<file path="config.mk">
export PLATFORM = sky130hd
export DESIGN_NAME = lflx_front
export DESIGN_NICKNAME = d
export VERILOG_FILES = /design/src/hdl/lflx_pkg.sv /design/src/hdl/lflx_front.sv
export SDC_FILE = /design/constraint.sdc
export NUM_CORES = 1
export LEC_CHECK = 0
export BUFFER_PORTS_ARGS = -buffer_cell sky130_fd_sc_hd__buf_2
export CAP_MARGIN = 15
export CORE_MARGIN = 5
export CORE_UTILIZATION = 47
export DETAILED_ROUTE_END_ITERATION = 16
export PLACE_DENSITY = 0.84
export SETUP_SLACK_MARGIN = 0.05
export SYNTH_ARGS = -nofsm -noshare
export SYNTH_HDL_FRONTEND = slang
export SYNTH_SLANG_ARGS = --single-unit
</file>
<file path="constraint.sdc">
create_clock -name clk -period 8.5 [get_ports clk]
set_input_delay 1.7 -clock clk [delete_from_list [all_inputs] [get_ports clk]]
set_output_delay 1.7 -clock clk [all_outputs]
set_load 0.01 [all_outputs]
</file>
<file path="src/hdl/lflx_pkg.sv">
// Shared types and constants for the Lax-Friedrichs flux splitting unit.
package lflx_pkg;

	localparam int GAMMA_FRAC  = 16;
	localparam int HEAT_W      = 18;
	localparam int NUM_W       = 50;
	localparam int DIV_STEPS   = 50;
	localparam int SQRT_STEPS  = 32;
	localparam int QUEUE_DEPTH = 2;

	localparam logic [HEAT_W-1:0] HEAT_RESET = 18'd91750;

	typedef logic signed [62:0] val_t;
	typedef logic [32:0] speed_t;
	typedef logic signed [47:0] flux_t;
	typedef logic signed [33:0] mulb_t;
	typedef logic [3:0] step_t;

	localparam val_t SAT_POS = {1'b0, {62{1'b1}}};
	localparam speed_t SPEED_MAX = {33{1'b1}};

	localparam step_t STEP_RU  = 4'd0;
	localparam step_t STEP_RV  = 4'd1;
	localparam step_t STEP_RUV = 4'd2;
	localparam step_t STEP_RUU = 4'd3;
	localparam step_t STEP_RVV = 4'd4;
	localparam step_t STEP_EPU = 4'd5;
	localparam step_t STEP_EPV = 4'd6;
	localparam step_t STEP_SQ0 = 4'd7;
	localparam step_t STEP_END = 4'd14;

	typedef enum logic {
		KIND_MEASURE = 1'b0,
		KIND_SPLIT   = 1'b1
	} kind_t;

	typedef struct packed {
		kind_t              kind;
		logic               first;
		logic [31:0]        density;
		logic [31:0]        pressure;
		logic signed [31:0] vel_x;
		logic signed [31:0] vel_y;
		logic [31:0]        energy;
	} cell_t;

	typedef struct packed {
		logic  start;
		val_t  a;
		mulb_t b;
	} mul_req_t;

	typedef struct packed {
		logic done;
		val_t prod;
	} mul_rsp_t;

	typedef struct packed {
		logic        start;
		logic [31:0] density;
		logic [31:0] pressure;
	} root_req_t;

	typedef struct packed {
		logic   done;
		speed_t speed;
	} root_rsp_t;

	typedef struct packed {
		logic            dir;
		flux_t [3:0]     plus;
		flux_t [3:0]     minus;
	} res_t;

	typedef enum logic [2:0] {
		RT_IDLE,
		RT_MUL,
		RT_DIV,
		RT_SQRT,
		RT_DONE
	} root_state_t;

	typedef enum logic [2:0] {
		BK_IDLE,
		BK_ROOT,
		BK_ISSUE,
		BK_WAIT,
		BK_SUM,
		BK_HALF,
		BK_EMIT
	} back_state_t;

endpackage

</file>
<file path="src/hdl/lflx_front.sv">
// Input side: accepts cells, classifies them and queues them for the back end.
module lflx_front (
	input  logic               clk,
	input  logic               arst_n,
	input  logic               push,
	output logic               full,
	input  logic               req_type,
	input  logic               first,
	input  logic [31:0]        density,
	input  logic [31:0]        pressure,
	input  logic signed [31:0] vel_x,
	input  logic signed [31:0] vel_y,
	input  logic [31:0]        energy,
	output logic               cell_valid,
	output lflx_pkg::cell_t    cell_data,
	input  logic               cell_take
);
	import lflx_pkg::*;

	cell_t      entry_q [QUEUE_DEPTH];
	logic       wr_ptr_q;
	logic       rd_ptr_q;
	logic [1:0] count_q;
	cell_t      incoming;
	logic       wr_en;
	logic       rd_en;

	always_comb begin
		incoming.kind     = req_type ? KIND_SPLIT : KIND_MEASURE;
		incoming.first    = first & ~req_type;
		incoming.density  = density;
		incoming.pressure = pressure;
		incoming.vel_x    = vel_x;
		incoming.vel_y    = vel_y;
		incoming.energy   = energy;
	end

	assign full       = (count_q == 2'(QUEUE_DEPTH));
	assign cell_valid = (count_q != '0);
	assign cell_data  = entry_q[rd_ptr_q];
	assign wr_en      = push & ~full;
	assign rd_en      = cell_take & cell_valid;

	always_ff @(posedge clk or negedge arst_n) begin
		if (!arst_n) begin
			wr_ptr_q <= 1'b0;
			rd_ptr_q <= 1'b0;
			count_q  <= '0;
		end else begin
			if (wr_en)
				wr_ptr_q <= wr_ptr_q + 1'b1;
			if (rd_en)
				rd_ptr_q <= rd_ptr_q + 1'b1;
			if (wr_en && !rd_en)
				count_q <= count_q + 2'd1;
			else if (rd_en && !wr_en)
				count_q <= count_q - 2'd1;
		end
	end

	always_ff @(posedge clk) begin
		if (wr_en)
			entry_q[wr_ptr_q] <= incoming;
	end

endmodule

</file>
Yosys cells after proc, flatten, opt, wreduce, memory -nomap -nowiden
Memories as Yosys holds them, arrays and structs flattened.
Index checks and enable logic that the tools add are counted.
{"block": "totals", "ram_bits": 324, "memories": 1, "register_bits": 4, "wordCells": 25, "out_inout_bits": 164, "inputBits": 166}
{"block": "classes", "add_sub_neg": 4, "bitwise_logic": 5, "muxes": 5, "eq_ne": 1, "n_reduce_logical": 6}
{"memory": "entry_q", "words": 2, "width": 162, "read_ports": 1, "rd_ports_with_merged_regs": 0, "write_ports": 1, "line_no": "lflx_front.sv:20", "rtl": "cell_t entry_q [QUEUE_DEPTH];"}
{"operator": "$mux W2", "count": 2}
{"operator": "$reduce_bool A2 Y1", "count": 2}
{"operator": "$and A1 B1 Y1", "count": 3}
{"operator": "$mux W1", "count": 3}
{"operator": "$add A1 B1 Y1 const B", "count": 2}
{"operator": "$add A2 B1 Y2 const B", "count": 1}
{"operator": "$eq A2 B2 Y1 const B", "count": 1}
{"operator": "$logic_and A1 B1 Y1", "count": 2}
{"operator": "$logic_not A1 Y1", "count": 2}
{"operator": "$not A1 Y1", "count": 2}
{"operator": "$sub A2 B1 Y2 const B", "count": 1}

Longest topological paths before layout
{"block": "depth", "word_depth": 7, "ltp_mapped": 7, "depth_no_buf": 7}

Least setup slack after synthesis
No wires, ideal clock.
{"block": "synth_path", "path_kind": "input to register", "start": "in push", "end": "mem entry_q[0][0] (netlist bit) (enable)", "t_arrival_ns": 8.511, "required_ns": 7.814, "stages": 2, "path_slack_ns": -0.697, "path_buffers": 0, "cell_sequence": "nand2_1 -> nor2_1"}
{"block": "synth_between", "elab_chain_len": 3}
{"item": "start, declared", "line_no": "lflx_front.sv:5", "rtl": "input logic push,"}
{"item": "$and A1 B1 Y1", "line_no": "lflx_front.sv:41", "rtl": "assign wr_en = push & ~full;"}
{"item": "$mux W1", "line_no": "lflx_front.sv:62", "rtl": "if (wr_en)"}
{"item": "$mux W1 (not written as such)", "line_no": "lflx_front.sv:63", "rtl": "entry_q[wr_ptr_q] <= incoming;"}
{"item": "end, declared", "line_no": "lflx_front.sv:20"}
Every way passes these cells.

==> implementation parameters <==
Parameter                              Value

Synthesis
  Number of flops mapped to enable cells by yosys ... 324
  Number of standard cells after synthesis ... 524
  Yosys warning total ... 0
  Proportion of synthesized flip-flops having asynchronous set or reset ... 1.22%
  Total standard cell area after synthesis ... 12200 um2
  Sequential cell area fraction in the yosys report ... 80.8%
  Net Count, Synth ... 691
  Share of the synthesized area in the top cell type ... 80.0%
  Ys flop type ... edfxtp_1
  Synth top area cells ... edfxtp_1 80%, mux2_4 8.6%, mux2_2 8.5%, buf_6 0.83%, dfrtp_1 0.82%
  Distinct cell type count of the synthesized netlist ... 16
  Cell taking the most area after synthesis ... edfxtp_1
  Register bit count reported by yosys ... 328
  Post-synthesis average cell area ... 23.2 um2

Die
  Area of the core region ... 25300 um2
  DIE AREA ... 29200 um2
  Initial Utilization ... 48.0%
  Die H ... 171 um
  Site row count ... 58
  Number of placed I/O pins ... 330
  Die Wd ... 171 um

Setup path
  Maximum fanout along the worst path ... 65
  Startpoint-to-endpoint class of the critical path ... reg2out
  Kind of launch point of the worst setup path ... register
  Crit-path cells ... buf_4, mux2_2, buf_2
  Dominant delay contributor by cell family on the critical path ... buffers and inverters
  Signal arrival time at the worst endpoint ... 2.89 ns
  Buf/Inv on CP ... 2
  Reg2Reg Setup Slack ... 6.13 ns
  Delay of the slowest critical-path stage ... 0.88 ns
  Sort of element at the end of the critical path ... output port
  Slowest library cell on the worst path ... buf_4
  Worst path required time ... 6.80 ns

Cells and area
  Leading cell type in the layout, fill and taps excluded ... buf_2
  Fraction of layout cells with a size suffix above 1 ... 60.4%
  Count of nets after finishing ... 1044
  Final cell utilization of the core ... 60.0%
  Commonest cells after routing, fill and taps aside ... 329 x buf_2, 324 x edfxtp_1, 92 x mux2_2
  Area overhead of the layout relative to synthesis ... 24.8%

Placement
  Half-perimeter wire length after detailed placement ... 16.7 mm
  IO Port Bufs ... 329
  Routability congestion estimate from global placement ... 0.762

Global route
  Maximum number of pins on one net before global-route repair ... 80
  Wire length of the first global-routing pass ... 36.1 mm
  Via count of the first global-routing pass ... 6520
  Gr usage total ... 16.1%
  Overflow after GRT ... 0
  Initial antenna violation count ... 8

Route
  Detailed-route DRC error count ... 0
  Detailed-router iteration count before antenna repair ... 4
  Drt initial violations ... 423
  Final WL ... 24.5 mm
  Vias ... 6170
  DR vias/cell ... 4.99
  Routed wirelength normalized by instance count ... 19.8 um
  Remaining number of nets flagged by the antenna check after routing ... 0

STA
  Final worst-path cycle share ... 54.0%
  Max frequency ... 218 MHz
  Final setup violation count ... 0
  Min cycle time layout ... 4.59 ns
  Worst hold slack after final layout ... 0.515 ns
  Worst setup skew after layout ... 0.0147 ns
  Slew @ Worst Pin ... 1.06 ns
  Final Max Slew Viols ... 0
  Hold violation count in the final report ... 0
  Slew headroom ... 29.3%
  Setup repair after global routing missed its margin ... no
  Setup TNS ... 0 ns

Clocking
  Clock root cell ... clkbuf_16
  Clock slew at reported path FFs ... 0.06 ns
  Maximum clock insertion buffer count ... 3
  Inserted Clock Buffers ... 34
  Clock Sinks ... 328
  Number of cells upsized or downsized after cts ... 0
  Max H-tree Level ... 2
  Clock latency on the worst-skew pair ... 0.50 ns
  Post CTS Setup Buffer Count ... 0
  TritonCTS clock tree ... yes
  Number of buffers inserted by hold repair at cts ... 0

Outcome
  Outcome ... finished, final reports clean

Job
  Max-cap violations ... 0

Min path
  Worst Hold Class ... reg2reg

Power
  Leak ... 5.89 nW
  IR Drop Worst-Case VDD ... 0.360 mV
  Areal power density over the cells ... 347 nW/um2
## cell families (layout without fill, tap and decap cells)
logic type	after synthesis	in the layout	synth area share [%]
XOR/XNOR	5	5	0.360
multiplexers	162	162	17.2
other	0	5	0
flip-flops	328	328	80.8
adder cells (fa/ha/maj)	1	1	0.103
buffers and inverters	20	398	1.26
AND/OR/NAND/NOR	8	8	0.329
## power by group
part / leakage (nW) / internal [mW] / switching (mW) / total (mW)
clock network: 0.509 / 0.800 / 0.553 / 1.35
logic: 2.32 / 0.750 / 0.820 / 1.57
registers: 3.06 / 2.22 / 0.130 / 2.35
## layer usage
layer | up-vias | share of wire [%] | track usage, %
li1 | 2799 | - | -
met1 | 3013 | 36 | 18.8
met2 | 294 | 50 | 27.6
met3 | 56 | 11 | 5.61
met4 | 8 | 2.6 | 5.79
met5 | - | 0.18 | 0
## state kept, by name (all words and copies together) (netlist names)
signal    count
count_q       2
rd_ptr_q      1
wr_ptr_q      1
entry_q     324
## cell usage after synthesis, types with 2 or more instances
| cell type | count |
|---|---|
| edfxtp_1 | 324 |
| buf_6 | 9 |
| dfrtp_1 | 4 |
| inv_1 | 2 |
| xnor2_1 | 3 |
| nand2_1 | 2 |
| xor2_1 | 2 |
| nor2_1 | 2 |
| buf_2 | 9 |
| mux2_4 | 70 |
| mux2_2 | 92 |
## worst reg2reg max path: cells and delay by family (launching register included)
kind / cells / cell delay (ns)
simple gates: 3 / 0.63
buf+inv: 1 / 0.81
flops: 1 / 0.43
## cell type report
type,count,area [um2]
Clock buffer,48,977
Tap cell,330,413
Fill cell,1810,10100
Inverter,2,7.51
Sequential cell,328,9830
Clock inverter,13,56.3
Timing Repair Buffer,335,1690
Multi-Input combinational cell,176,2200
Antenna cell,5,12.5
## stage by stage
stage	power [mW]	worst slack [ns]	instances	cell area [um2]
5_1_grt	5.53	3.77	1236	15200
4_1_cts	5.35	3.87	1232	15200
6_report	5.27	3.91	1237	15200
3_3_place_gp	3.94	4.43	1171	14100
3_5_place_dp	3.98	4.41	1171	14100
2_1_floorplan	3.46	2.04	524	12200
## final timing paths
check,from,end,cells past startpoint
max in group asynchronous,arst_n,rd_ptr_q,1
setup reg to reg,count_q[0],entry_q[0][110],4
hold reg to reg,count_q[1],count_q[1],1
min in group asynchronous,arst_n,count_q[1],1
hold / removal,count_q[1],count_q[1],1
setup / recovery,rd_ptr_q,cell_data[20],3
No activity file was read; power rests on OpenSTA's default activity.
