### config.mk
export PLATFORM = sky130hd
export DESIGN_NAME = lflx_root
export DESIGN_NICKNAME = d
export VERILOG_FILES = /design/src/hdl/lflx_pkg.sv /design/src/hdl/lflx_root.sv
export SDC_FILE = /design/constraint.sdc
export NUM_CORES = 2
export LEC_CHECK = 0
export BUFFER_PORTS_ARGS = -buffer_cell sky130_fd_sc_hd__buf_2
export CORE_ASPECT_RATIO = 0.6
export CORE_MARGIN = 5
export CORE_UTILIZATION = 40
export DETAILED_ROUTE_END_ITERATION = 8
export SLEW_MARGIN = 10
export SYNTH_ARGS = -nofsm -noshare
export SYNTH_HDL_FRONTEND = slang
export SYNTH_SLANG_ARGS = --single-unit
### constraint.sdc
create_clock -name clk -period 11.7 [get_ports clk]
set_clock_uncertainty 0.2 [all_clocks]
set_input_delay 2.34 -clock clk [delete_from_list [all_inputs] [get_ports clk]]
set_output_delay 2.34 -clock clk [all_outputs]
set_load 0.02 [all_outputs]
### src/hdl/lflx_pkg.sv
// Shared types and constants for the Lax-Friedrichs flux splitting unit.
package lflx_pkg;

	localparam int GAMMA_FRAC  = 16;
	localparam int HEAT_W      = 18;
	localparam int NUM_W       = 50;
	localparam int DIV_STEPS   = 50;
	localparam int SQRT_STEPS  = 32;
	localparam int QUEUE_DEPTH = 2;

	localparam logic [HEAT_W-1:0] HEAT_RESET = 18'd91750;

	typedef logic signed [62:0] val_t;
	typedef logic [32:0] speed_t;
	typedef logic signed [47:0] flux_t;
	typedef logic signed [33:0] mulb_t;
	typedef logic [3:0] step_t;

	localparam val_t SAT_POS = {1'b0, {62{1'b1}}};
	localparam speed_t SPEED_MAX = {33{1'b1}};

	localparam step_t STEP_RU  = 4'd0;
	localparam step_t STEP_RV  = 4'd1;
	localparam step_t STEP_RUV = 4'd2;
	localparam step_t STEP_RUU = 4'd3;
	localparam step_t STEP_RVV = 4'd4;
	localparam step_t STEP_EPU = 4'd5;
	localparam step_t STEP_EPV = 4'd6;
	localparam step_t STEP_SQ0 = 4'd7;
	localparam step_t STEP_END = 4'd14;

	typedef enum logic {
		KIND_MEASURE = 1'b0,
		KIND_SPLIT   = 1'b1
	} kind_t;

	typedef struct packed {
		kind_t              kind;
		logic               first;
		logic [31:0]        density;
		logic [31:0]        pressure;
		logic signed [31:0] vel_x;
		logic signed [31:0] vel_y;
		logic [31:0]        energy;
	} cell_t;

	typedef struct packed {
		logic  start;
		val_t  a;
		mulb_t b;
	} mul_req_t;

	typedef struct packed {
		logic done;
		val_t prod;
	} mul_rsp_t;

	typedef struct packed {
		logic        start;
		logic [31:0] density;
		logic [31:0] pressure;
	} root_req_t;

	typedef struct packed {
		logic   done;
		speed_t speed;
	} root_rsp_t;

	typedef struct packed {
		logic            dir;
		flux_t [3:0]     plus;
		flux_t [3:0]     minus;
	} res_t;

	typedef enum logic [2:0] {
		RT_IDLE,
		RT_MUL,
		RT_DIV,
		RT_SQRT,
		RT_DONE
	} root_state_t;

	typedef enum logic [2:0] {
		BK_IDLE,
		BK_ROOT,
		BK_ISSUE,
		BK_WAIT,
		BK_SUM,
		BK_HALF,
		BK_EMIT
	} back_state_t;

endpackage

### src/hdl/lflx_root.sv
// Sound speed unit: gamma*p/r by restoring division, then an integer square root.
module lflx_root #(
	parameter int FRAC_BITS = 16
) (
	input  logic                            clk,
	input  logic                            arst_n,
	input  logic [lflx_pkg::HEAT_W-1:0]     heat,
	input  lflx_pkg::root_req_t             req,
	output lflx_pkg::root_rsp_t             rsp
);
	import lflx_pkg::*;

	localparam int SQ_SHIFT = 2 * FRAC_BITS - GAMMA_FRAC;
	localparam int WIDE_W   = NUM_W + 32;

	root_state_t      state_q, state_d;
	logic [31:0]      den_q, prs_q;
	logic [NUM_W-1:0] quo_q;
	logic [31:0]      rem_q;
	logic [5:0]       cnt_q;
	logic [63:0]      x_q, res_q, bit_q;
	logic             ovf_q;
	speed_t           speed_q;

	logic [32:0]      trial;
	logic             fits;
	logic [31:0]      rem_next;
	logic [NUM_W-1:0] quo_next;
	logic [WIDE_W-1:0] wide;
	logic [63:0]      root_sum;
	logic             root_fits;
	logic [63:0]      res_next;
	logic             div_last, sqrt_last;

	always_comb begin
		trial     = {rem_q, quo_q[NUM_W-1]};
		fits      = (trial >= {1'b0, den_q});
		rem_next  = fits ? (trial[31:0] - den_q) : trial[31:0];
		quo_next  = {quo_q[NUM_W-2:0], fits};
		wide      = WIDE_W'(quo_next) << SQ_SHIFT;
		root_sum  = res_q + bit_q;
		root_fits = (x_q >= root_sum);
		res_next  = root_fits ? ((res_q >> 1) + bit_q) : (res_q >> 1);
		div_last  = (cnt_q == 6'(DIV_STEPS - 1));
		sqrt_last = (cnt_q == 6'(SQRT_STEPS - 1));
	end

	always_comb begin
		state_d = state_q;
		unique case (state_q)
			RT_IDLE: begin
				if (req.start)
					state_d = (req.density == '0) ? RT_DONE : RT_MUL;
			end
			RT_MUL:  state_d = RT_DIV;
			RT_DIV:  state_d = div_last ? RT_SQRT : RT_DIV;
			RT_SQRT: state_d = sqrt_last ? RT_DONE : RT_SQRT;
			RT_DONE: state_d = RT_IDLE;
			default: state_d = RT_IDLE;
		endcase
	end

	always_comb begin
		rsp.done  = (state_q == RT_DONE);
		rsp.speed = speed_q;
	end

	always_ff @(posedge clk or negedge arst_n) begin
		if (!arst_n) begin
			state_q <= RT_IDLE;
			cnt_q   <= '0;
		end else begin
			state_q <= state_d;
			if (state_q == RT_MUL || (state_q == RT_DIV && div_last))
				cnt_q <= '0;
			else if (state_q == RT_DIV || state_q == RT_SQRT)
				cnt_q <= cnt_q + 6'd1;
		end
	end

	always_ff @(posedge clk) begin
		unique case (state_q)
			RT_IDLE: begin
				if (req.start) begin
					den_q   <= req.density;
					prs_q   <= req.pressure;
					speed_q <= '0;
				end
			end
			RT_MUL: begin
				quo_q <= NUM_W'(heat) * NUM_W'(prs_q);
				rem_q <= '0;
			end
			RT_DIV: begin
				rem_q <= rem_next;
				quo_q <= quo_next;
				if (div_last) begin
					x_q   <= wide[63:0];
					ovf_q <= |wide[WIDE_W-1:63];
					res_q <= '0;
					bit_q <= 64'h4000_0000_0000_0000;
				end
			end
			RT_SQRT: begin
				if (root_fits)
					x_q <= x_q - root_sum;
				res_q <= res_next;
				bit_q <= bit_q >> 2;
				if (sqrt_last)
					speed_q <= ovf_q ? SPEED_MAX : {1'b0, res_next[31:0]};
			end
			default: begin
			end
		endcase
	end

endmodule

Word-level counts from Yosys, hierarchy flattened
Cells that the tools add are included.
Storage, ports and cells
  register bits after elaboration: 381
  bits in latches: 0
  memory bits (writable): 0
  memory bits (read-only): 0
  input bits: 85
  output and inout port bits: 34
  logic and storage cells: 66
  memories: 0
Cells by class
  $add $sub $neg: 5
  $mul: 1
  div/mod/pow operators: 0
  order comparisons: 2
  equality and inequality tests: 10
  shift operators: 0
  muxes and demuxes: 22
  bitwise gates (word level): 0
  reduce and logical (&&, ||, !) cells: 15
Operators by type and width (number)
  64-bit one-hot mux with 2 select lines: 3
  64-bit 2-to-1 mux: 5
  50-bit one-hot mux with 2 select lines: 1
  33-bit 2-to-1 mux: 3
  33-bit one-hot mux with 2 select lines: 1
  63-bit by 64-bit adder with 64-bit output: 1
  64-bit adder: 1
  64-bit >= comparator: 1
  32-bit one-hot mux with 2 select lines: 1
  64-bit subtractor: 1
  18-bit by 32-bit multiplier with 50-bit output: 1
  33-bit by 32-bit >= comparator with 1-bit output: 1
  32-bit logical NOT: 1
  32-bit 2-to-1 mux: 1
  32-bit subtractor: 1
  6-bit 2-to-1 mux: 2
  3-bit one-hot mux with 4 select lines: 1
  3-bit 2-to-1 mux: 3
  2-bit inequality test, second input constant: 4
  2-bit nonzero test: 4
  6-bit by 1-bit adder with 6-bit output, second input constant: 1
  3-bit by 2-bit == test with 1-bit output, second input constant: 2
  6-bit by 5-bit == test with 1-bit output, second input constant: 1
  6-bit == test, second input constant: 1
  other kinds (9): 13

Longest topological paths before layout
  depth in word-level cells: 6
  mapped depth: 27
  depth with buffers taken out: 25

Least setup slack after synthesis
Ideal clock, no wire load.
  kind: register to register
  from: register res_q[40]
  to: register x_q[0] (enable)
  library setup time: 0.584 ns
  data arrival time: 9.115 ns
  data required time: 10.916 ns
  path slack: 1.801 ns
  cell stages (with the launch flop): 21
  path buffers: 3
  period minus slack after synthesis: 9.899 ns
  cell sequence: edfxtp_1 > ha_1 > nand4_1 > or4_1 > nor3_1 > and4_1 > o2111ai_1 > a31oi_1 > nor2_1 > o21bai_1 > a31oi_1 > xor2_1 > ha_1 > clkbuf_1 > nand4_1 > or3_1 > o21ai_0 > a211oi_2 > buf_2 > buf_2 > a21boi_0
On the way
  word-level cells in the longest chain between the ends: 4
Ends and longest elaborated chain
  from (decl): RTL line lflx_root.sv:21  | logic [63:0] x_q, res_q, bit_q;
  from (signal assigned): RTL line lflx_root.sv:107  | res_q <= res_next;
  64-bit adder: RTL line lflx_root.sv:41  | root_sum = res_q + bit_q;
  64-bit >= comparator: RTL line lflx_root.sv:42  | root_fits = (x_q >= root_sum);
  2-bit inequality test (no source line)
  3-bit AND reduction (no source line)
  to (signal assigned): RTL line lflx_root.sv:98  | x_q <= wide[63:0];
  to (signal assigned): RTL line lflx_root.sv:106  | x_q <= x_q - root_sum;
  to (decl): RTL line lflx_root.sv:21
No other way between the ends.
A chain may end at the register's enable or synchronous reset.

Worst setup path after layout
  from: input heat[10] (netlist name)
  to: register quo_q[46] (data pin)
On the way
  word-level cells in the longest chain between the ends: 2
Ends and longest elaborated chain
  from (decl): RTL line lflx_root.sv:7  | input logic [lflx_pkg::HEAT_W-1:0] heat,
  18-bit by 32-bit multiplier with 50-bit output: RTL line lflx_root.sv:91  | quo_q <= NUM_W'(heat) * NUM_W'(prs_q);
  50-bit one-hot mux with 2 select lines: RTL line lflx_root.sv:82  | unique case (state_q)
  to (signal assigned): RTL line lflx_root.sv:91
  to (signal assigned): RTL line lflx_root.sv:96  | quo_q <= quo_next;
  to (decl): RTL line lflx_root.sv:18  | logic [NUM_W-1:0] quo_q;
No other way between the ends.

==> out/qor.log <==
[run_status] outcome finished clean
[clocking] post-cts gate resize count 0
[floorplan] die area 0.111 mm²
[placement] count of buffers inserted at the top-level ports 118
[placement] global placer's final weighted congestion 0.893
[finish] final-layout fill cell count 10100
[sta] minimum hold slack 360 ps
[placement] number of placed instances with taps included 5870
[sta] Final Worst Setup Slack 2400 ps
[placement] dpl hpwl 83000 µm
[synth] multiplexer share of the synthesized area 0.00909
[synth] post-synthesis sequential area ratio 0.249
[floorplan] Die H 261 µm
[synth] library cells used by synthesis 91
[worst_setup_path] Crit-path slowest cell buf_2
[global_routing] Remaining Overflow, GRT 0
[clocking] CTS Buffer Depth 3
[detailed_routing] first-pass iteration count of the detailed router 6
[finish] fraction of layout instances using a drive strength above 1 0.0611
[synth] count of mapped cells out of synthesis 4567
[detailed_routing] DRC errors left 0
[floorplan] initial standard-cell utilization of the core 0.405
[worst_setup_path] maximum fanout encountered on the critical timing path 32
[detailed_routing] Antenna Violating Nets Remaining 0
[synth] Most used DFF post-synth edfxtp_1
[worst_setup_path] Critical Path Most Common Cell fa_1
[clocking] clock tree from TritonCTS yes
[clocking] # Post-CTS Setup Buffers 0
[worst_setup_path] data arrival time of the worst path 9440 ps
[sta] hold violation total from the final report 0
[floorplan] boundary pin count 119
[synth] xor-xnor portion of the synthesized cell area 0.0515
[synth] Syn Area/Cell 9.16 µm²
[worst_setup_path] startpoint type of the worst setup path primary input
[synth] area fraction in and, or, nand and nor cells after synthesis 0.162
[placement] worst slack at placement 1880 ps
[worst_setup_path] CP Capture Type register
[clocking] CTS clock-pin slew for the worst setup and hold paths 60 ps
[synth] adder and majority gate portion of the synthesized area 0.317
[worst_hold_path] type of the most critical hold path register to register
[sta] Setup TNS 0 ps
[global_routing] Total GRT Usage 0.201
[synth] summed instance area of the synthesized netlist 0.0419 mm²
[sta] headroom to the max-slew limit 0.249
[worst_setup_path] worst-path cell chain buf_2, nand2_1, fa_1, inv_1, fa_1, fa_1, fa_1, fa_1, inv_1, fa_1, inv_1, ha_1, nand3_1, nor4b_1, a21oi_1, o31ai_1, a41oi_1, o31a_1, o31ai_1, a21oi_1, xor2_1, o21ai_1
[synth] Async S/R FF share, synth 0.0258
[synth] largest family of logic cells by synthesized area adder cells
[global_routing] wire length of the first global-routing pass 180000 µm
[clocking] Clk Latency, worst-skew pair 610 ps
[clocking] clock buffer count from CTS 41
[global_routing] maximum number of pins on one net before global-route repair 94
[sta] Worst-Margin Slew 1130 ps
[sta] Fmax achieved 0.107 GHz
[detailed_routing] total detailed-routing wirelength 111000 µm
[floorplan] Core ar. 0.103 mm²
[clocking] root buffer selected by CTS clkbuf_16
[detailed_routing] drt initial violations 2413
[worst_setup_path] max incr delay on CP 710 ps
[global_routing] number of antenna violations at the first check in global routing 2
[detailed_routing] routed length per instance 18.7 µm
[synth] Net Count, Synth 5422
[synth] warning count from the yosys run 0
[detailed_routing] Vias 32000
[run] max-cap check violation count 0
[finish] # nets final 5373
[floorplan] row count 91
[finish] Area growth, synth to finish 7.34%
[synth] complex-gate fraction of the synthesized area 0.132
[sta] minimum period implied by the final worst setup slack 9300 ps
[worst_setup_path] number of buffers and inverters on the critical path 4
[sta] Final Slew Violations 0
[synth] number of enable-type register cells in the synthesized netlist 340
[sta] final worst path period share 0.795
[clocking] hold_buf cts 0
[synth] FF+latch count, synth 349
[sta] number of failing setup endpoints in the final timing report 0
[clocking] number of sinks on the clock net 349
[worst_setup_path] Worst Path Class, Setup primary input to register
[detailed_routing] routed via count divided by cell count 5.38
[sta] setup repair after global routing missed its margin no
[worst_setup_path] cell family with most CP delay adder cells
[global_routing] vias in the first global route 32100
[floorplan] die width 428 µm
[clocking] # H-tree levels 2
[worst_setup_path] CP required 11830 ps
[finish] number of standard cells in the layout, taps in and fillers out 5947
-- cell type report --
type	instances	area [µm²]	area share
Antenna cell	1	2.50	0.0000557
Timing Repair Buffer	135	718	0.0160
Inverter	645	2430	0.0540
Clock buffer	45	1060	0.0236
Clock inverter	31	410	0.00913
Tap cell	1395	1750	0.0388
Sequential cell	349	10400	0.232
Multi-Input combinational cell	3346	28100	0.626
-- cell usage after synthesis, types with 14 or more instances --
cell,n,area [µm²]
inv_1,643,2410
nand2_1,635,2380
fa_1,482,9650
edfxtp_1,340,10200
ha_1,288,3600
nor2_1,255,957
a21oi_1,242,1210
and2_1,237,1480
clkbuf_1,198,743
xor2_1,140,1230
o21ai_0,125,626
a21o_1,107,803
xnor2_1,106,928
o21ai_1,78,390
a31oi_1,62,388
nand3_1,61,305
and3_1,54,338
nand4_1,51,319
o21bai_1,41,308
mux2i_1,38,380
nor2b_1,27,169
nand2b_1,23,144
nor3_1,23,115
o31ai_1,22,165
o21a_1,20,150
buf_2,16,80.1
a211oi_1,14,105
-- metrics by stage --
stage	util	cell area (µm²)
floorplan	-	41900
global placement	0.421	43500
detailed placement	0.421	43500
CTS	0.435	44900
global route	0.435	44900
finish	0.435	44900
-- registers in the layout, indices dropped and copies added (netlist names) --
name and flops:
rem_q 32, x_q 64, prs_q 32, quo_q 50, bit_q 32, res_q 64, ovf_q 1, speed_q 33
state_q 3, den_q 32, cnt_q 6
-- metal layers --
metal	GRT usage	wire, µm	vias to the layer above	share of wire
met5	0	0	-	0
met4	0.0330	1560	0	0.014
met3	0.0478	9480	107	0.085
met2	0.285	44300	1002	0.40
met1	0.314	55800	15800	0.50
li1	-	-	15000	-
-- cell families (layout without fill, tap and decap cells) --
group	count (synthesis)	in the layout
adders and majority gates	770	770
AOI/OAI and AO/OA	853	853
muxes	38	38
and+or+nand+nor	1439	1439
other	0	1
buffers and inverters	872	856
xor gates and xnor gates	246	246
DFF	349	349
-- layout by cell type, fill, tap and decap left out, types with 41 or more instances in the layout --
| master | count |
|---|---|
| a21o_1 | 107 |
| a21oi_1 | 241 |
| a31oi_1 | 62 |
| and2_1 | 237 |
| and3_1 | 54 |
| buf_2 | 118 |
| clkbuf_16 | 42 |
| edfxtp_1 | 340 |
| fa_1 | 482 |
| ha_1 | 288 |
| inv_1 | 643 |
| nand2_1 | 634 |
| nand3_1 | 61 |
| nand4_1 | 51 |
| nor2_1 | 254 |
| o21ai_0 | 125 |
| o21ai_1 | 78 |
| o21bai_1 | 41 |
| xnor2_1 | 106 |
| xor2_1 | 140 |
-- tightest hold or removal path: stages, from the launching register on --
cell and delay (ps):
edfxtp_1 340, nand2_1 50, o21ai_0 60
-- path summary, 6_finish.rpt --
check	start	endpoint	cells past startpoint	slack, ps
max	heat[10]	quo_q[46]$_DFFE_PP_	22	2400
min	quo_q[15]$_DFFE_PP_	x_q[32]$_DFFE_PP_	2	360
max reg2reg	prs_q[14]$_DFFE_PP_	quo_q[46]$_DFFE_PP_	21	3760
min reg2reg	quo_q[15]$_DFFE_PP_	x_q[32]$_DFFE_PP_	2	360
max in group asynchronous	arst_n	cnt_q[3]$_DFFE_PN0P_	1	9710
min in group asynchronous	arst_n	state_q[0]$_DFFE_PN0P_	1	1400
Power is left out: the tool's default activity adds up to more than one toggle a clock period on the data nets, which glitch-free logic cannot reach.
