## src/hdl/lflx_pkg.sv

```systemverilog
// Shared types and constants for the Lax-Friedrichs flux splitting unit.
package lflx_pkg;

	localparam int GAMMA_FRAC  = 16;
	localparam int HEAT_W      = 18;
	localparam int NUM_W       = 50;
	localparam int DIV_STEPS   = 50;
	localparam int SQRT_STEPS  = 32;
	localparam int QUEUE_DEPTH = 2;

	localparam logic [HEAT_W-1:0] HEAT_RESET = 18'd91750;

	typedef logic signed [62:0] val_t;
	typedef logic [32:0] speed_t;
	typedef logic signed [47:0] flux_t;
	typedef logic signed [33:0] mulb_t;
	typedef logic [3:0] step_t;

	localparam val_t SAT_POS = {1'b0, {62{1'b1}}};
	localparam speed_t SPEED_MAX = {33{1'b1}};

	localparam step_t STEP_RU  = 4'd0;
	localparam step_t STEP_RV  = 4'd1;
	localparam step_t STEP_RUV = 4'd2;
	localparam step_t STEP_RUU = 4'd3;
	localparam step_t STEP_RVV = 4'd4;
	localparam step_t STEP_EPU = 4'd5;
	localparam step_t STEP_EPV = 4'd6;
	localparam step_t STEP_SQ0 = 4'd7;
	localparam step_t STEP_END = 4'd14;

	typedef enum logic {
		KIND_MEASURE = 1'b0,
		KIND_SPLIT   = 1'b1
	} kind_t;

	typedef struct packed {
		kind_t              kind;
		logic               first;
		logic [31:0]        density;
		logic [31:0]        pressure;
		logic signed [31:0] vel_x;
		logic signed [31:0] vel_y;
		logic [31:0]        energy;
	} cell_t;

	typedef struct packed {
		logic  start;
		val_t  a;
		mulb_t b;
	} mul_req_t;

	typedef struct packed {
		logic done;
		val_t prod;
	} mul_rsp_t;

	typedef struct packed {
		logic        start;
		logic [31:0] density;
		logic [31:0] pressure;
	} root_req_t;

	typedef struct packed {
		logic   done;
		speed_t speed;
	} root_rsp_t;

	typedef struct packed {
		logic            dir;
		flux_t [3:0]     plus;
		flux_t [3:0]     minus;
	} res_t;

	typedef enum logic [2:0] {
		RT_IDLE,
		RT_MUL,
		RT_DIV,
		RT_SQRT,
		RT_DONE
	} root_state_t;

	typedef enum logic [2:0] {
		BK_IDLE,
		BK_ROOT,
		BK_ISSUE,
		BK_WAIT,
		BK_SUM,
		BK_HALF,
		BK_EMIT
	} back_state_t;

endpackage

```

## src/hdl/lflx_back.sv

```systemverilog
// Back end: keeps the speed maxima and sequences the split flux arithmetic.
module lflx_back (
	input  logic                clk,
	input  logic                arst_n,
	input  logic                cell_valid,
	input  lflx_pkg::cell_t     cell_data,
	output logic                cell_take,
	output lflx_pkg::root_req_t root_req,
	input  lflx_pkg::root_rsp_t root_rsp,
	output lflx_pkg::mul_req_t  mul_req,
	input  lflx_pkg::mul_rsp_t  mul_rsp,
	input  logic                pop,
	output logic                res_valid,
	output lflx_pkg::res_t      result
);
	import lflx_pkg::*;

	back_state_t state_q, state_d;
	step_t       step_q;
	cell_t       cell_q;
	val_t        ru_q, rv_q, ruv_q, f1_q, g2_q, epu_q, epv_q, sq_q;
	speed_t      maxx_q, maxy_q;
	logic signed [63:0] sum_p_q, sum_m_q;
	flux_t       plus_q [4];
	flux_t       minus_q [4];
	logic        out_full_q;
	res_t        out_q;

	step_t       idx;
	logic [1:0]  k;
	logic        dir;
	val_t        cq, fl;
	logic [32:0] ep_sum;
	logic signed [63:0] pp_sum;
	logic signed [32:0] u_ext, v_ext;
	logic [32:0] u_mag, v_mag;
	logic [33:0] sx_sum, sy_sum;
	speed_t      sx, sy, basex, basey;

	function automatic val_t sat63(input logic signed [63:0] x);
		val_t r;
		if (x > 64'(SAT_POS))
			r = SAT_POS;
		else if (x < -64'(SAT_POS))
			r = -SAT_POS;
		else
			r = 63'(x);
		return r;
	endfunction

	function automatic flux_t halve_clamp(input logic signed [63:0] x);
		logic signed [63:0] h;
		flux_t r;
		h = x + $signed({63'b0, x[63]});
		h = h >>> 1;
		if (h > 64'sh0000_7FFF_FFFF_FFFF)
			r = 48'sh7FFF_FFFF_FFFF;
		else if (h < 64'shFFFF_8000_0000_0000)
			r = 48'sh8000_0000_0000;
		else
			r = 48'(h);
		return r;
	endfunction

	always_comb begin
		idx    = step_q - STEP_SQ0;
		k      = idx[1:0];
		dir    = idx[2];
		ep_sum = {1'b0, cell_q.energy} + {1'b0, cell_q.pressure};
		pp_sum = 64'(mul_rsp.prod) + $signed(64'(cell_q.pressure));
		unique case (k)
			2'd0: cq = $signed({31'b0, cell_q.density});
			2'd1: cq = ru_q;
			2'd2: cq = rv_q;
			2'd3: cq = $signed({31'b0, cell_q.energy});
			default: cq = '0;
		endcase
		unique case (k)
			2'd0: fl = dir ? rv_q : ru_q;
			2'd1: fl = dir ? ruv_q : f1_q;
			2'd2: fl = dir ? g2_q : ruv_q;
			2'd3: fl = dir ? epv_q : epu_q;
			default: fl = '0;
		endcase
		u_ext  = 33'(cell_q.vel_x);
		v_ext  = 33'(cell_q.vel_y);
		u_mag  = u_ext[32] ? 33'(-u_ext) : 33'(u_ext);
		v_mag  = v_ext[32] ? 33'(-v_ext) : 33'(v_ext);
		sx_sum = {1'b0, u_mag} + {1'b0, root_rsp.speed};
		sy_sum = {1'b0, v_mag} + {1'b0, root_rsp.speed};
		sx     = sx_sum[33] ? SPEED_MAX : sx_sum[32:0];
		sy     = sy_sum[33] ? SPEED_MAX : sy_sum[32:0];
		basex  = cell_q.first ? '0 : maxx_q;
		basey  = cell_q.first ? '0 : maxy_q;
	end

	always_comb begin
		mul_req.start = (state_q == BK_ISSUE);
		unique case (step_q)
			STEP_RU: begin
				mul_req.a = $signed({31'b0, cell_q.density});
				mul_req.b = 34'(cell_q.vel_x);
			end
			STEP_RV: begin
				mul_req.a = $signed({31'b0, cell_q.density});
				mul_req.b = 34'(cell_q.vel_y);
			end
			STEP_RUV: begin
				mul_req.a = ru_q;
				mul_req.b = 34'(cell_q.vel_y);
			end
			STEP_RUU: begin
				mul_req.a = ru_q;
				mul_req.b = 34'(cell_q.vel_x);
			end
			STEP_RVV: begin
				mul_req.a = rv_q;
				mul_req.b = 34'(cell_q.vel_y);
			end
			STEP_EPU: begin
				mul_req.a = $signed({30'b0, ep_sum});
				mul_req.b = 34'(cell_q.vel_x);
			end
			STEP_EPV: begin
				mul_req.a = $signed({30'b0, ep_sum});
				mul_req.b = 34'(cell_q.vel_y);
			end
			default: begin
				mul_req.a = cq;
				mul_req.b = $signed({1'b0, dir ? maxy_q : maxx_q});
			end
		endcase
	end

	always_comb begin
		state_d = state_q;
		unique case (state_q)
			BK_IDLE: begin
				if (cell_valid)
					state_d = (cell_data.kind == KIND_MEASURE) ? BK_ROOT : BK_ISSUE;
			end
			BK_ROOT: begin
				if (root_rsp.done)
					state_d = BK_IDLE;
			end
			BK_ISSUE: state_d = BK_WAIT;
			BK_WAIT: begin
				if (mul_rsp.done)
					state_d = (step_q >= STEP_SQ0) ? BK_SUM : BK_ISSUE;
			end
			BK_SUM:  state_d = BK_HALF;
			BK_HALF: state_d = (k == 2'd3) ? BK_EMIT : BK_ISSUE;
			BK_EMIT: begin
				if (!out_full_q)
					state_d = (step_q == STEP_END) ? BK_IDLE : BK_ISSUE;
			end
			default: state_d = BK_IDLE;
		endcase
	end

	always_comb begin
		cell_take         = (state_q == BK_IDLE) && cell_valid;
		root_req.start    = cell_take && (cell_data.kind == KIND_MEASURE);
		root_req.density  = cell_data.density;
		root_req.pressure = cell_data.pressure;
		res_valid         = out_full_q;
		result            = out_q;
	end

	always_ff @(posedge clk or negedge arst_n) begin
		if (!arst_n) begin
			state_q    <= BK_IDLE;
			step_q     <= '0;
			maxx_q     <= '0;
			maxy_q     <= '0;
			out_full_q <= 1'b0;
		end else begin
			state_q <= state_d;
			if (cell_take)
				step_q <= STEP_RU;
			else if ((state_q == BK_WAIT && mul_rsp.done && step_q < STEP_SQ0)
				|| (state_q == BK_HALF && k != 2'd3)
				|| (state_q == BK_EMIT && !out_full_q && step_q != STEP_END))
				step_q <= step_q + 4'd1;
			if (state_q == BK_ROOT && root_rsp.done) begin
				maxx_q <= (sx > basex) ? sx : basex;
				maxy_q <= (sy > basey) ? sy : basey;
			end
			if (state_q == BK_EMIT && !out_full_q)
				out_full_q <= 1'b1;
			else if (pop && out_full_q)
				out_full_q <= 1'b0;
		end
	end

	always_ff @(posedge clk) begin
		if (cell_take)
			cell_q <= cell_data;
		if (state_q == BK_WAIT && mul_rsp.done) begin
			unique case (step_q)
				STEP_RU:  ru_q  <= mul_rsp.prod;
				STEP_RV:  rv_q  <= mul_rsp.prod;
				STEP_RUV: ruv_q <= mul_rsp.prod;
				STEP_RUU: f1_q  <= sat63(pp_sum);
				STEP_RVV: g2_q  <= sat63(pp_sum);
				STEP_EPU: epu_q <= mul_rsp.prod;
				STEP_EPV: epv_q <= mul_rsp.prod;
				default:  sq_q  <= mul_rsp.prod;
			endcase
		end
		if (state_q == BK_SUM) begin
			sum_p_q <= 64'(fl) + 64'(sq_q);
			sum_m_q <= 64'(fl) - 64'(sq_q);
		end
		if (state_q == BK_HALF) begin
			plus_q[k]  <= halve_clamp(sum_p_q);
			minus_q[k] <= halve_clamp(sum_m_q);
		end
		if (state_q == BK_EMIT && !out_full_q) begin
			out_q.dir <= dir;
			for (int i = 0; i < 4; i++) begin
				out_q.plus[i]  <= plus_q[i];
				out_q.minus[i] <= minus_q[i];
			end
		end
	end

endmodule

```

## config.mk

```make
export PLATFORM = sky130hd
export DESIGN_NAME = lflx_back
export DESIGN_NICKNAME = d
export VERILOG_FILES = /design/src/hdl/lflx_pkg.sv /design/src/hdl/lflx_back.sv
export SDC_FILE = /design/constraint.sdc
export NUM_CORES = 2
export LEC_CHECK = 0
export ABC_AREA = 1
export BUFFER_PORTS_ARGS = -buffer_cell sky130_fd_sc_hd__buf_4
export CELL_PAD_IN_SITES_DETAIL_PLACEMENT = 1
export CELL_PAD_IN_SITES_GLOBAL_PLACEMENT = 1
export CORE_ASPECT_RATIO = 1.75
export CORE_UTILIZATION = 47
export CTS_CLUSTER_DIAMETER = 150
export DETAILED_ROUTE_END_ITERATION = 12
export PLACE_DENSITY_LB_ADDON = 0.05
export SKIP_CTS_REPAIR_TIMING = 1
export SYNTH_ARGS = -nofsm -noshare
export SYNTH_HDL_FRONTEND = slang
export SYNTH_SLANG_ARGS = --single-unit
export TNS_END_PERCENT = 10
```

## constraint.sdc

```tcl
create_clock -name clk -period 25.3 [get_ports clk]
set_input_delay 1.265 -clock clk [delete_from_list [all_inputs] [get_ports clk]]
set_output_delay 1.265 -clock clk [all_outputs]
set_load 0.03 [all_outputs]
```

# [Yosys cells after proc, flatten, opt, wreduce, memory -nomap -nowiden]
# Memories as Yosys holds them, arrays and structs flattened. A register that Yosys moved wholly into a read port is not among the register bits.
# Index checks and enable logic that the tools add are counted.
[word_totals] inputBits=264 word_cells=136 n_memories=2 output_inout_bits=550 regBits=868 ram_bits=384
[mem_list] memory="minus_q" depth=4 word_bits=48 rd=4 rd_clocked_by_memory_dff=4 write_ports=1 line="lflx_back.sv:25" source="flux_t minus_q [4];"
[mem_list] memory="plus_q" depth=4 word_bits=48 rd=4 rd_clocked_by_memory_dff=4 write_ports=1 line="lflx_back.sv:24" source="flux_t plus_q [4];"
[classes] n_reduce_logical=27 n_eq_ne=22 n_mux=39 bitwise=2 order_cmp=10 addsub=12
[ops] operator="case mux 97 bit (7 select lines)" n=1
[ops] operator="case mux 63 bit (4 select lines)" n=2
[ops] operator="two-way mux 63 bit" n=6
[ops] operator="two-way mux 33 bit" n=9
[ops] operator="two-way mux 48 bit" n=6
[ops] operator="adder 64 x 2 -> 64 bit" n=2
[ops] operator="greater-than comparator 63 x 48 -> 1 bit (second input constant)" n=2
[ops] operator="less-than comparator 63 x 48 -> 1 bit (second input constant)" n=2
[ops] operator="adder 33 x 33 -> 34 bit" n=2
[ops] operator="greater-than comparator 33 bit" n=2
[ops] operator="negation 32 -> 33 bit" n=2
[ops] operator="adder 63 x 33 -> 64 bit" n=1
[ops] operator="adder 63 x 63 -> 64 bit" n=1
[ops] operator="greater-than comparator 64 x 63 -> 1 bit (second input constant)" n=1
[ops] operator="less-than comparator 64 x 63 -> 1 bit (second input constant)" n=1
[ops] operator="subtractor 63 x 63 -> 64 bit" n=1
[ops] operator="adder 32 x 32 -> 33 bit" n=1
[ops] operator="case mux 3 bit (7 select lines)" n=1
[ops] operator="two-way mux 3 bit" n=6
[ops] operator="AND reduction 2 bit" n=8
[ops] operator="== test 4 x 3 -> 1 bit (second input constant)" n=3
[ops] operator="!= test 2 bit (second input constant)" n=5
[ops] operator="== test 3 bit (second input constant)" n=3
[ops] operator="logical AND 1 bit" n=9
[ops] operator="other kinds (24)" n=35

# [Logic depth before layout (Yosys ltp)]
[depth] word_depth=7 ltp_mapped=43

# [Worst setup path before layout]
# Ideal clock, no wire load.
[synth_timing] kind="register to register" from="reg state_q[2]" to="reg step_q[3]" arrival_time_ns=18.439 setup_slack_ns=6.728 stages_incl_launch_ff=12 path_buffers=0 required_time_ns=25.166 cell_sequence="dfrtp_1 > inv_1 > nor3_1 > inv_1 > nor2_1 > nand2_1 > nand2_1 > nand2_1 > inv_1 > nand3_1 > o21ai_0 > a21oi_1"
[synth_between] elab_chain_len=6
[synth_rtl] element="start: declaration" line="lflx_back.sv:18" source="back_state_t state_q, state_d;"
[synth_rtl] element="start signal: assignment" line="lflx_back.sv:178" source="state_q <= state_d;"
[synth_rtl] element="== test 3 x 2 -> 1 bit" line="lflx_back.sv:181" source="else if ((state_q == BK_WAIT && mul_rsp.done && step_q < STEP_SQ0)"
[synth_rtl] element="logical AND 1 bit (2 in series)" line="lflx_back.sv:181"
[synth_rtl] element="logical OR 1 bit" line="lflx_back.sv:182" source="|| (state_q == BK_HALF && k != 2'd3)"
[synth_rtl] element="logical OR 1 bit" line="lflx_back.sv:183" source="|| (state_q == BK_EMIT && !out_full_q && step_q != STEP_END))"
[synth_rtl] element="nonzero test 2 bit (no source line)"
[synth_rtl] element="end signal: assignment" line="lflx_back.sv:184" source="step_q <= step_q + 4'd1;"
[synth_rtl] element="end: declaration" line="lflx_back.sv:19" source="step_t step_q;"
# Several ways; a longest one is shown, not always the timed one.
# A chain may end at the register's enable or synchronous reset.

# [Final worst setup path]
[layout_timing] from="reg cell_q[32] in the netlist's numbering" to="reg maxy_q[19]"
[layout_between] elab_chain_len=6
[layout_rtl] element="start: declaration" line="lflx_back.sv:20" source="cell_t cell_q;"
[layout_rtl] element="start signal: assignment" line="lflx_back.sv:198" source="cell_q <= cell_data;"
[layout_rtl] element="negation 32 -> 33 bit" line="lflx_back.sv:88" source="v_mag = v_ext[32] ? 33'(-v_ext) : 33'(v_ext);"
[layout_rtl] element="two-way mux 33 bit (*)" line="lflx_back.sv:88"
[layout_rtl] element="adder 33 x 33 -> 34 bit (*)" line="lflx_back.sv:90" source="sy_sum = {1'b0, v_mag} + {1'b0, root_rsp.speed};"
[layout_rtl] element="two-way mux 33 bit (*)" line="lflx_back.sv:92" source="sy = sy_sum[33] ? SPEED_MAX : sy_sum[32:0];"
[layout_rtl] element="greater-than comparator 33 bit" line="lflx_back.sv:187" source="maxy_q <= (sy > basey) ? sy : basey;"
[layout_rtl] element="two-way mux 33 bit (*)" line="lflx_back.sv:187"
[layout_rtl] element="end signal: assignment" line="lflx_back.sv:187"
[layout_rtl] element="end: declaration" line="lflx_back.sv:22" source="speed_t maxx_q, maxy_q;"
# Every way passes the cells marked *; elsewhere a longest branch is shown, timed or not.

==> reports/results.txt <==
status -> completed
critical path endpoint -> maxy_q[19]$_DFFE_PN0P_
antenna viol nets, final -> 0
part of the power in combinational logic -> 43.5%
Worst Reg-to-Reg Cells -> 35
worst r2r src -> cell_q[32]$_DFFE_PP_
final worst slack -> 17.45 ns
Avg WL per Cell -> 28.45 um
CTS clock-pin slew for the worst setup and hold paths -> 0.08 ns
TritonCTS clock tree -> yes
Fin Setup TNS -> 0 ns
final setup skew -> 0.08618 ns
sequential power share -> 33.2%
Die Area -> 184200 um^2
share of cells above drive strength 1 -> 12.22%
FF+latch count, synth -> 1635
I/O pin total -> 814
Final Hold Fails -> 0
Switching Fraction -> 43.09%
FP Rows -> 207
sequential area share after synthesis -> 56.82%
YS warnings -> 0
Multi-input gate area -> 31020 um^2
sequential cell area -> 48730 um^2
IR Drop Worst-Case VDD -> 0.00006685 V
clock power share -> 23.3%
startpoint type of the worst setup path -> flop
worst-path maximum fanout -> 61
nets -> 10162
Switch Pwr -> 0.004331 W
clock period minus worst slack -> 7.847 ns
Setup CP Type -> flop to flop
CTS sink cnt -> 1635
fmax -> 127.4 MHz
commonest non-fill, non-tap cell in the layout -> nand2_1
clk_lat worst skew -> 0.86 ns
Vert. Die Dim -> 567.1 um
Slew headroom -> 16.51%
distinct cell type count after synthesis -> 66
Starting Density -> 47.24%
Power Density -> 101.6 nW/um^2
period utilization -> 31.02%
first-pass GRT wire length -> 493700 um
CP startpoint -> cell_q[32]$_DFFE_PP_
vias -> 70259
max incr delay on CP -> 0.52 ns
H-tree depth -> 4
clk buf depth -> 4
Worst Setup End Kind -> flop
initial antenna violation count -> 5
Synth Flop Type -> edfxtp_1
GRT Overall Usage -> 36.60%
RSZ-0062 raised after global routing -> no
Worst Tran Pin Value -> 1.241 ns
drt first pass iters -> 6
Pins Over Slew Limit -> 0
Mapped Avg Cell Area -> 9.688 um^2
DP Wirelength -> 268100 um
die span in x -> 324.9 um
core footprint -> 181600 um^2
clk root buf -> clkbuf_16
total placed cells including tap cells -> 11807
CP arrival -> 8.49 ns
CP required -> 25.95 ns
non-filler instance count after layout -> 12078
final wirelength -> 343600 um
vias per cell -> 5.817
DR iter-0 viols -> 5248
crit-path most repeated cell -> nand2_1
# fillers -> 20256
static leakage -> 40.55 nW
pre-CTS WS -> 17.64 ns
Core Util, Final -> 54.49%
Post-Syn Area -> 85760 um^2
largest net degree at the start of global routing -> 138
worst reg2reg path endpoint -> maxy_q[19]$_DFFE_PN0P_
Register-to-Register Setup Slack -> 17.45 ns
Area Overhead vs Synth -> 15.35%
P_int -> 0.005720 W
RePlAce Congestion -> 0.9984
FFs w/ async S/R, synth -> 4.526%
final setup vio count -> 0
DRC Markers -> 0
vias in the first global route -> 74194
worst hold path type -> flop to flop
number of synthesized flops with an enable pin -> 1561
clock buffer count from CTS -> 153
max_cap viols -> 0
global route overflow -> 0
Syn Inst Count -> 8852
most frequent cells in the layout -> nand2_1, edfxtp_1, inv_1, buf_4, nor2_1
PortBufs -> 813
slowest CP cell -> edfxtp_1
[stage by stage]
stage | total power, W | hold slack, ns | instance area (um^2)
2_1_floorplan | 0.005970 | 0.4003 | 85760
3_3_place_gp | 0.007573 | 0.4003 | 94040
3_5_place_dp | 0.007668 | 0.4057 | 94040
4_1_cts | 0.009995 | 0.3914 | 98920
5_1_grt | 0.01044 | 0.3983 | 98920
6_report | 0.01005 | 0.3896 | 98930
[worst min-delay path by stage]
stage	start	to	slack [ns]	depth (start not counted)
after floorplan	minus_q[0][0]$_DFFE_PP_	result[0]$_DFFE_PP_	0.40	0
after global placement	plus_q[1][42]$_DFFE_PP_	result[282]$_DFFE_PP_	0.40	0
after detailed placement	minus_q[0][7]$_DFFE_PP_	result[7]$_DFFE_PP_	0.41	0
after CTS	plus_q[0][22]$_DFFE_PP_	result[214]$_DFFE_PP_	0.39	0
after global routing	plus_q[0][22]$_DFFE_PP_	result[214]$_DFFE_PP_	0.40	0
final	plus_q[0][22]$_DFFE_PP_	result[214]$_DFFE_PP_	0.39	0
[power groups by stage]
stage	Sequential, W	Clock [W]	Combinational, W
CTS	0.00333	0.00236	0.00431
finish	0.00333	0.00234	0.00438
detailed placement	0.00338	0	0.00428
floorplan	0.00333	0	0.00264
global route	0.00334	0.00243	0.00468
global placement	0.00338	0	0.00419
[cells by family after synthesis]
group,share of synthesized area [%]
compound gates,10.69
other cells,0.004373
flops,56.82
buf+inv,7.254
fa+ha+maj,4.998
simple gates,16.44
xor+xnor,3.777
mux,0.01167
[sequential cells by signal (all words and copies together) (netlist names)]
register / flops
plus_q: 192
epv_q: 63
step_q: 4
ruv_q: 63
rv_q: 63
f1_q: 63
g2_q: 63
result: 385
minus_q: 192
sum_m_q: 63
state_q: 3
maxy_q: 33
cell_q: 161
sq_q: 63
sum_p_q: 64
res_valid: 1
maxx_q: 33
ru_q: 63
epu_q: 63
[layer usage]
metal	global-route usage (%)	wire, um	up-vias
li1	-	-	31604
met1	39.14	119800	34737
met2	65.48	174500	2957
met3	4.418	18050	957
met4	28.25	31130	4
met5	0	24	-
[area by class of cell]
class / instances / area share [%]
flip-flops and latches: 1635 / 49.26
multi-input cells: 5656 / 31.36
repair buffers: 888 / 6.751
inverters: 1225 / 4.653
clock buffers: 185 / 4.045
well taps: 2403 / 3.039
clock inverters: 82 / 0.8841
diodes: 4 / 0.01012
[cells in the mapped netlist (29+ instances only)]
cell type | instances | area, um^2
a21oi_1 | 548 | 2743
a31oi_1 | 55 | 344.1
buf_4 | 68 | 510.5
clkbuf_1 | 234 | 878.3
dfrtp_1 | 74 | 1852
edfxtp_1 | 1561 | 46870
ha_1 | 333 | 4167
inv_1 | 1215 | 4561
nand2_1 | 1858 | 6974
nand3_1 | 302 | 1511
nand4_1 | 145 | 907.1
nor2_1 | 850 | 3191
nor3_1 | 149 | 745.7
nor4_1 | 40 | 250.2
o211ai_1 | 29 | 217.7
o21a_1 | 32 | 240.2
o21ai_0 | 467 | 2337
o221ai_1 | 153 | 1340
o22ai_1 | 35 | 219.0
xnor2_1 | 42 | 367.9
xor2_1 | 326 | 2855
[critical path: cells and delay by family (launching register included)]
| family | cells | cell delay (ns) |
|---|---|---|
| simple gates | 20 | 3.75 |
| flops | 1 | 0.52 |
| buf+inv | 3 | 1.00 |
| compound gates | 9 | 1.51 |
| fa+ha+maj | 2 | 0.64 |
| xor+xnor | 1 | 0.19 |
(Power assumes the default switching activity.)
